$ cat src/sv/sgcr_pkg.sv
package sgcr_pkg;

	localparam int unsigned SCREEN_WIDTH = 240;
	localparam int unsigned FONT_ROWS    = 13;
	localparam int unsigned FONT_COLS    = 8;
	localparam int unsigned MAX_PIX      = 16;

	localparam int unsigned COLOR_W = 16;
	localparam int unsigned GLYPH_W = FONT_COLS;
	localparam int unsigned X_W     = 8;
	localparam int unsigned Y_W     = 9;
	localparam int unsigned CELL_W  = 5;
	localparam int unsigned PIX_W   = $clog2(MAX_PIX);
	localparam int unsigned IDX_W   = 3;

	typedef logic [IDX_W-1:0] cfg_idx_t;

	localparam cfg_idx_t CFG_TEXT_COLOR       = 3'd0;
	localparam cfg_idx_t CFG_BACKGROUND_COLOR = 3'd1;
	localparam cfg_idx_t CFG_SHADOW_COLOR     = 3'd2;
	localparam cfg_idx_t CFG_CELL_WIDTH       = 3'd3;
	localparam cfg_idx_t CFG_CELL_HEIGHT      = 3'd4;
	localparam cfg_idx_t CFG_LEFT_INDENT      = 3'd5;

	localparam logic [COLOR_W-1:0] TEXT_COLOR_RST       = 16'd33793;
	localparam logic [COLOR_W-1:0] BACKGROUND_COLOR_RST = 16'd0;
	localparam logic [COLOR_W-1:0] SHADOW_COLOR_RST     = 16'd16896;
	localparam logic [CELL_W-1:0]  CELL_WIDTH_RST       = 5'd12;
	localparam logic [CELL_W-1:0]  CELL_HEIGHT_RST      = 5'd17;
	localparam logic [X_W-1:0]     LEFT_INDENT_RST      = 8'd0;

endpackage

$ cat src/sv/sgcr_glyph_if.sv
interface sgcr_glyph_if
	import sgcr_pkg::*;
();
	logic               valid;
	logic               ready;
	logic [GLYPH_W-1:0] glyph_row;

	modport source (output valid, output glyph_row, input ready);
	modport sink (input valid, input glyph_row, output ready);
endinterface

$ cat src/sv/sgcr_pixel_if.sv
interface sgcr_pixel_if
	import sgcr_pkg::*;
();
	logic               valid;
	logic               ready;
	logic [COLOR_W-1:0] pixel_color;
	logic [X_W-1:0]     pixel_x;
	logic [Y_W-1:0]     pixel_y;
	logic               row_end;
	logic               cell_end;

	modport source (output valid, output pixel_color, output pixel_x, output pixel_y,
		output row_end, output cell_end, input ready);
	modport sink (input valid, input pixel_color, input pixel_x, input pixel_y,
		input row_end, input cell_end, output ready);
endinterface

$ cat src/sv/shadowed_glyph_cell_renderer_top.sv
// Channel   Direction  Handshake      Payload
// glyph     in         valid/ready    glyph_row[7:0]
// pixel     out        valid/ready    pixel_color, pixel_x, pixel_y, row_end, cell_end
// cfg       in         cfg_we         cfg_index[2:0], cfg_data[15:0]
//
// Each glyph row yields min(cell_width, 16) pixels (12 at reset), one per cycle
// while the pixel side is not stalled.
// The next row is taken in the same cycle its predecessor's last pixel moves
// into the output register; a zero-width row never occupies the serializer.
// arst_n clears the cursor, row count and handshake state; config registers take their reset values.
// A stall on the pixel side holds the output register and the serializer.
module shadowed_glyph_cell_renderer_top
	import sgcr_pkg::*;
(
	input  logic               clk,
	input  logic               arst_n,
	input  logic               cfg_we,
	input  cfg_idx_t           cfg_index,
	input  logic [COLOR_W-1:0] cfg_data,
	sgcr_glyph_if.sink         glyph,
	sgcr_pixel_if.source       pixel
);

	logic [COLOR_W-1:0] text_color_q;
	logic [COLOR_W-1:0] background_color_q;
	logic [COLOR_W-1:0] shadow_color_q;
	logic [CELL_W-1:0]  cell_width_q;
	logic [CELL_W-1:0]  cell_height_q;
	logic [X_W-1:0]     left_indent_q;

	logic [X_W-1:0]     cursor_col_q;
	logic [Y_W-1:0]     cursor_row_q;
	logic [CELL_W-1:0]  cell_row_count_q;
	logic [GLYPH_W-1:0] prev_glyph_q;

	// Row being serialized.
	logic               row_vld_s1;
	logic [GLYPH_W-1:0] cur_s1;
	logic [GLYPH_W-1:0] prev_s1;
	logic [X_W-1:0]     xbase_s1;
	logic [Y_W-1:0]     y_s1;
	logic [CELL_W-1:0]  width_s1;
	logic               last_row_s1;
	logic [PIX_W-1:0]   pix_q;

	logic               out_vld_q;
	logic [COLOR_W-1:0] color_q;
	logic [X_W-1:0]     x_q;
	logic [Y_W-1:0]     y_q;
	logic               row_end_q;
	logic               cell_end_q;

	logic               emit;
	logic               last_pix;
	logic               accept;
	logic [CELL_W-1:0]  width_eff;
	logic [GLYPH_W-1:0] cur_eff;
	logic               last_row;
	logic [X_W:0]       new_x;
	logic               fits;
	logic [MAX_PIX-1:0] cur_vec;
	logic [MAX_PIX-1:0] prev_vec;
	logic [PIX_W-1:0]   own_idx;
	logic [PIX_W-1:0]   left_idx;
	logic               own_bit;
	logic               shadow_bit;
	logic [COLOR_W-1:0] color_nxt;

	always_ff @(posedge clk or negedge arst_n) begin
		if (!arst_n) begin
			text_color_q       <= TEXT_COLOR_RST;
			background_color_q <= BACKGROUND_COLOR_RST;
			shadow_color_q     <= SHADOW_COLOR_RST;
			cell_width_q       <= CELL_WIDTH_RST;
			cell_height_q      <= CELL_HEIGHT_RST;
			left_indent_q      <= LEFT_INDENT_RST;
		end else if (cfg_we) begin
			unique case (cfg_index)
				CFG_TEXT_COLOR:       text_color_q       <= cfg_data;
				CFG_BACKGROUND_COLOR: background_color_q <= cfg_data;
				CFG_SHADOW_COLOR:     shadow_color_q     <= cfg_data;
				CFG_CELL_WIDTH:       cell_width_q       <= cfg_data[CELL_W-1:0];
				CFG_CELL_HEIGHT:      cell_height_q      <= cfg_data[CELL_W-1:0];
				CFG_LEFT_INDENT:      left_indent_q      <= cfg_data[X_W-1:0];
				default: ;
			endcase
		end
	end

	assign emit     = row_vld_s1 && (!out_vld_q || pixel.ready);
	assign last_pix = ({1'b0, pix_q} + CELL_W'(1)) == width_s1;
	assign glyph.ready = !row_vld_s1 || (emit && last_pix);
	assign accept   = glyph.valid && glyph.ready;

	always_comb begin
		width_eff = (cell_width_q > CELL_W'(MAX_PIX)) ? CELL_W'(MAX_PIX) : cell_width_q;
		cur_eff   = (cell_row_count_q >= CELL_W'(FONT_ROWS)) ? '0 : glyph.glyph_row;
		last_row  = ({1'b0, cell_row_count_q} + (CELL_W+1)'(1)) >= {1'b0, cell_height_q};
		new_x     = {1'b0, cursor_col_q} + (X_W+1)'(width_eff);
		fits      = ({1'b0, new_x} + (X_W+2)'(FONT_COLS)) < (X_W+2)'(SCREEN_WIDTH);
	end

	// Cursor state moves at accept time; the serializer carries its own copy.
	always_ff @(posedge clk or negedge arst_n) begin
		if (!arst_n) begin
			cursor_col_q     <= '0;
			cursor_row_q     <= '0;
			cell_row_count_q <= '0;
			prev_glyph_q     <= '0;
		end else if (accept) begin
			if (last_row) begin
				cell_row_count_q <= '0;
				prev_glyph_q     <= '0;
				if (fits) begin
					cursor_col_q <= new_x[X_W-1:0];
				end else begin
					cursor_col_q <= left_indent_q;
					cursor_row_q <= Y_W'(cursor_row_q + Y_W'(cell_height_q));
				end
			end else begin
				cell_row_count_q <= CELL_W'(cell_row_count_q + CELL_W'(1));
				prev_glyph_q     <= cur_eff;
			end
		end
	end

	always_ff @(posedge clk or negedge arst_n) begin
		if (!arst_n) begin
			row_vld_s1 <= 1'b0;
			pix_q      <= '0;
		end else if (accept) begin
			// A zero-width row emits nothing and never occupies the serializer.
			row_vld_s1 <= (width_eff != '0);
			pix_q      <= '0;
		end else if (emit) begin
			if (last_pix) begin
				row_vld_s1 <= 1'b0;
			end
			pix_q <= PIX_W'(pix_q + PIX_W'(1));
		end
	end

	always_ff @(posedge clk) begin
		if (accept) begin
			cur_s1      <= cur_eff;
			prev_s1     <= prev_glyph_q;
			xbase_s1    <= cursor_col_q;
			y_s1        <= Y_W'(cursor_row_q + Y_W'(cell_row_count_q));
			width_s1    <= width_eff;
			last_row_s1 <= last_row;
		end
	end

	// Column c of the cell sits at bit MAX_PIX-1-c; columns past the font read zero.
	always_comb begin
		cur_vec    = {cur_s1, (MAX_PIX-GLYPH_W)'(0)};
		prev_vec   = {prev_s1, (MAX_PIX-GLYPH_W)'(0)};
		own_idx    = ~pix_q;
		left_idx   = PIX_W'(own_idx + PIX_W'(1));
		own_bit    = cur_vec[own_idx];
		shadow_bit = prev_vec[own_idx] || ((pix_q != '0) && cur_vec[left_idx]);
		if (own_bit) begin
			color_nxt = text_color_q;
		end else if (shadow_bit) begin
			color_nxt = shadow_color_q;
		end else begin
			color_nxt = background_color_q;
		end
	end

	always_ff @(posedge clk or negedge arst_n) begin
		if (!arst_n) begin
			out_vld_q <= 1'b0;
		end else if (emit) begin
			out_vld_q <= 1'b1;
		end else if (pixel.ready) begin
			out_vld_q <= 1'b0;
		end
	end

	always_ff @(posedge clk) begin
		if (emit) begin
			color_q    <= color_nxt;
			x_q        <= X_W'(xbase_s1 + X_W'(pix_q));
			y_q        <= y_s1;
			row_end_q  <= last_pix;
			cell_end_q <= last_pix && last_row_s1;
		end
	end

	assign pixel.valid       = out_vld_q;
	assign pixel.pixel_color = color_q;
	assign pixel.pixel_x     = x_q;
	assign pixel.pixel_y     = y_q;
	assign pixel.row_end     = row_end_q;
	assign pixel.cell_end    = cell_end_q;

endmodule
$ cat src/flat_wrapper.sv
// flat-port wrapper written by rule: the top's interface ports become plain ports
module shadowed_glyph_cell_renderer_top_flat import sgcr_pkg::*;
  (clk, arst_n, cfg_we, cfg_index, cfg_data, glyph_valid, glyph_glyph_row, glyph_ready, pixel_valid, pixel_pixel_color, pixel_pixel_x, pixel_pixel_y, pixel_row_end, pixel_cell_end, pixel_ready);
  sgcr_glyph_if glyph_i ();
  sgcr_pixel_if pixel_i ();
  input  logic clk;
  input  logic arst_n;
  input  logic cfg_we;
  input  cfg_idx_t cfg_index;
  input  logic [COLOR_W-1:0] cfg_data;
  input wire logic [$bits(glyph_i.valid)-1:0] glyph_valid;
  input wire logic [$bits(glyph_i.glyph_row)-1:0] glyph_glyph_row;
  output wire logic [$bits(glyph_i.ready)-1:0] glyph_ready;
  output wire logic [$bits(pixel_i.valid)-1:0] pixel_valid;
  output wire logic [$bits(pixel_i.pixel_color)-1:0] pixel_pixel_color;
  output wire logic [$bits(pixel_i.pixel_x)-1:0] pixel_pixel_x;
  output wire logic [$bits(pixel_i.pixel_y)-1:0] pixel_pixel_y;
  output wire logic [$bits(pixel_i.row_end)-1:0] pixel_row_end;
  output wire logic [$bits(pixel_i.cell_end)-1:0] pixel_cell_end;
  input wire logic [$bits(pixel_i.ready)-1:0] pixel_ready;
  assign glyph_i.valid = glyph_valid;
  assign glyph_i.glyph_row = glyph_glyph_row;
  assign glyph_ready = glyph_i.ready;
  assign pixel_valid = pixel_i.valid;
  assign pixel_pixel_color = pixel_i.pixel_color;
  assign pixel_pixel_x = pixel_i.pixel_x;
  assign pixel_pixel_y = pixel_i.pixel_y;
  assign pixel_row_end = pixel_i.row_end;
  assign pixel_cell_end = pixel_i.cell_end;
  assign pixel_i.ready = pixel_ready;
  shadowed_glyph_cell_renderer_top u_core (.clk(clk), .arst_n(arst_n), .cfg_we(cfg_we), .cfg_index(cfg_index), .cfg_data(cfg_data), .glyph(glyph_i), .pixel(pixel_i));
endmodule
$ cat config.mk
export PLATFORM = sky130hd
export DESIGN_NAME = shadowed_glyph_cell_renderer_top_flat
export DESIGN_NICKNAME = d
export VERILOG_FILES = /design/src/sv/sgcr_pkg.sv /design/src/sv/sgcr_glyph_if.sv /design/src/sv/sgcr_pixel_if.sv /design/src/sv/shadowed_glyph_cell_renderer_top.sv /design/src/flat_wrapper.sv
export SDC_FILE = /design/constraint.sdc
export NUM_CORES = 1
export LEC_CHECK = 0
export ABC_AREA = 1
export BUFFER_PORTS_ARGS = -buffer_cell sky130_fd_sc_hd__buf_4
export CAP_MARGIN = 20
export CORE_AREA = 10 10 147 149
export CTS_CLUSTER_DIAMETER = 200
export DETAILED_ROUTE_END_ITERATION = 7
export DIE_AREA = 0 0 157 159
export PLACE_DENSITY = 0.67
export SETUP_SLACK_MARGIN = 0.4
export SYNTH_ARGS = -nofsm -noshare
export SYNTH_HDL_FRONTEND = slang
export SYNTH_SLANG_ARGS = --single-unit
$ cat constraint.sdc
create_clock -name clk -period 8.35 [get_ports clk]
set_clock_uncertainty 0.05 [all_clocks]
set_input_delay 0.835 -clock clk [delete_from_list [all_inputs] [get_ports clk]]
set_output_delay 0.835 -clock clk [all_outputs]
set_load 0.01 [all_outputs]
==> flow_summary_export.csv <==
group,metric,value,unit
status,status,"finished, final reports clean",
clocking,post_cts_buffers,0,
clocking,cts_resized,0,
place,io_buffers,68,
routing,wl_met2,8180,µm
setup_path,critical_path_class,"flop to primary output",
synth,syn_inst,870,
synth,synth_area,8260,µm²
clocking,root_buffer,"clkbuf_16",
grt,overflow,0,
min_path,hold_class,"input pin to async pin",
setup_path,crit_path_top_delay_cell,"dfrtp_1",
clocking,worstSkewPairLatency,430,ps
routing,wl,17500,µm
clocking,numCtsBuffers,17,
sta,worstMarginPinSlew,976,ps
final_layout,final_common_cell,"nand2_1",
setup_path,cpPeakStageDelay,700,ps
sta,finalCriticalPeriod,3510,ps
synth,synth_nets,935,
synth,ys_seq_area_frac,0.579,
setup_path,r2r_start,"u_core.pix_q[0]",
grt,grt_pass1_wl,29000,µm
clocking,htreeDepth,4,
grt,antenna_found_initial,0,
setup_path,cp.required,7470,ps
die,core-area,18600,µm²
setup_path,path_max_fanout,17,
sta,finalCritPeriodShare,0.420,
grt,grt_pass1_vias,5720,
final_layout,syn_to_final_growth,15.9,%
synth,synth.avg_cell_area,9.50,µm²
setup_path,r2r_cells,10,
final_layout,fin_nets,1005,
sta,tns,0,ps
final_layout,drive_gt1_frac,0.131,
sta,final-setup-viol-count,0,
routing,wire_per_inst,14.8,µm
synth,yosys_warnings,0,
final_layout,antenna_cells,0,
flow_run,max-cap-violations,0,
die,initial_core_util,0.445,
setup_path,crit_path_frequent_cell,"nand3_1",
place,place_area,8980,µm²
sta,max_freq,285,MHz
die,ios,69,
setup_path,r2r_end,"u_core.xbase_s1[7]",
die,die-area,25000,µm²
clocking,clk_path_buf_depth,2,
routing,dr.pass1.iters,5,
clocking,cts.sinks,176,
die,die_x,157,µm
routing,met1_length,8250,µm
setup_path,crit_path_end_kind,"primary output",
die,die_h,159,µm
die,row_count,50,
grt,grt_usage,0.143,
synth,synth-seq-cells,176,
setup_path,start_kind,"flop",
power,ir_drop,177,µV
place,dp.final_hpwl,12000,µm
setup_path,critical_path_arrival,2620,ps
final_layout,fin_area,9580,µm²
grt,grt_max_degree,76,
synth,synthDistinctLibCells,37,
routing,post-route-drc-count,0,
routing,dr_wl_met3,822,µm
setup_path,worstPathCellList,"inv_2 > ha_1 > xnor2_1 > nand3_1 > nor2_1 > nand3_1 > nand2_1 > buf_4",
sta,rsz0062_at_grt,"false",
sta,worst_hold_slack,282,ps
routing,vias_per_cell,5.05,
final_layout,fillers,1650,
sta,drv_slew,0,
setup_path,ff2ff_setup_slack,5010,ps
routing,postRouteAntennaNets,0,
sta,finalHoldViolCount,0,
clocking,cts.clk_slew.worst_paths,70,ps
power,p_leak,4.53,nW
setup_path,startpoint,"u_core.pix_q[0]",
sta,slew_headroom,0.348,
routing,top_layer,"met4",
routing,drt_iter0_drc,499,
routing,vias,5991,
power,power_density,327,nW/µm²
clocking,ctsHoldBuffers,0,
final_layout,final_cell_mix,"nand2_1, inv_1, o21ai_0, dfrtp_1, edfxtp_1",
clocking,cts_tree,"yes",
place,gp_congestion,0.872,
## logic make-up after synthesis
kind of cell             Yosys count  share of synthesized area
XOR/XNOR                          27                     0.0286
flip-flops                       176                      0.579
AO/OA/AOI/OAI                    143                     0.0933
AND/OR/NAND/NOR                  370                      0.186
buffers and inverters            121                     0.0595
adder cells (fa/ha/maj)           33                     0.0536
## layer usage
layer | vias to the layer above | global-route usage
li1 | 3005 | -
met5 | - | 0
met3 | 24 | 0.0356
met1 | 2835 | 0.194
met4 | 0 | 0.0498
met2 | 127 | 0.218
## area by class of cell
cell class,count,area (µm²),share of cell area
multi-input cells,573,2990,0.312
well taps,234,293,0.0306
clock buffers,21,493,0.0515
inverters,99,372,0.0388
repair buffers,73,556,0.0580
clock inverters,11,88.8,0.00927
flip-flops and latches,176,4790,0.500
## registers in the layout (all words and copies together) (netlist names), 8 cells and up
name	count
u_core.prev_s1	8
u_core.cursor_col_q	8
u_core.text_color_q	16
u_core.shadow_color_q	16
u_core.cursor_row_q	9
u_core.cur_s1	8
u_core.prev_glyph_q	8
u_core.background_color_q	16
u_core.pixel.pixel_x	8
u_core.left_indent_q	8
u_core.pixel.pixel_color	16
u_core.xbase_s1	8
u_core.pixel.pixel_y	9
u_core.y_s1	9
## power breakdown
| group | switching, mW | total [mW] | internal, mW | leakage (nW) |
|---|---|---|---|---|
| combinational | 0.655 | 1.04 | 0.383 | 2.24 |
| clock | 0.345 | 0.777 | 0.432 | 0.294 |
| sequential | 0.133 | 1.31 | 1.18 | 1.99 |
| total | 1.13 | 3.13 | 2.00 | 4.53 |
## synthesized netlist by cell type, drive strengths merged
master	number	area (µm²)
o21ai	96	480
nand4	4	25.0
nand3b	4	30.0
nand3	54	275
fa	4	80.1
o21bai	3	22.5
a21boi	2	15.0
edfxtp	74	2220
nand2	239	920
a21oi	16	80.1
a211oi	1	7.51
dfrtp	93	2330
buf	10	65.1
o211ai	2	15.0
dfstp	9	236
nor2	63	255
ha	29	363
o21a	1	7.51
a31oi	16	100
o22ai	4	25.0
o221ai	2	17.5
xor2	18	158
xnor2	9	78.8
inv	99	372
nor3	5	25.0
clkbuf	12	55.1
or2	1	6.26
## stage by stage
step / instances / total power, mW / utilization / setup WS [ps]
floorplan: 870 / 2.00 / - / 4800
global placement: 1154 / 2.34 / 0.483 / 5160
detailed placement: 1154 / 2.37 / 0.483 / 5050
CTS: 1186 / 3.15 / 0.515 / 4860
global route: 1187 / 3.35 / 0.515 / 4660
finish: 1187 / 3.13 / 0.515 / 4840
## how the worst max path moves through the flow
| stage | end | depth (start not counted) |
|---|---|---|
| floorplan | u_core.cur_s1[0] | 8 |
| global placement | u_core.xbase_s1[6] | 10 |
| detailed placement | u_core.xbase_s1[6] | 10 |
| CTS | glyph_ready | 8 |
| global route | glyph_ready | 8 |
| finish | glyph_ready | 8 |
## worst max-delay path, delay by kind of cell, from the launching register on
family | cells | cell delay (ps)
simple gates | 4 | 500
flops | 1 | 700
fa+ha+maj | 1 | 440
buf+inv | 2 | 380
xor+xnor | 1 | 180
Power figures use the tool's default switching activity.
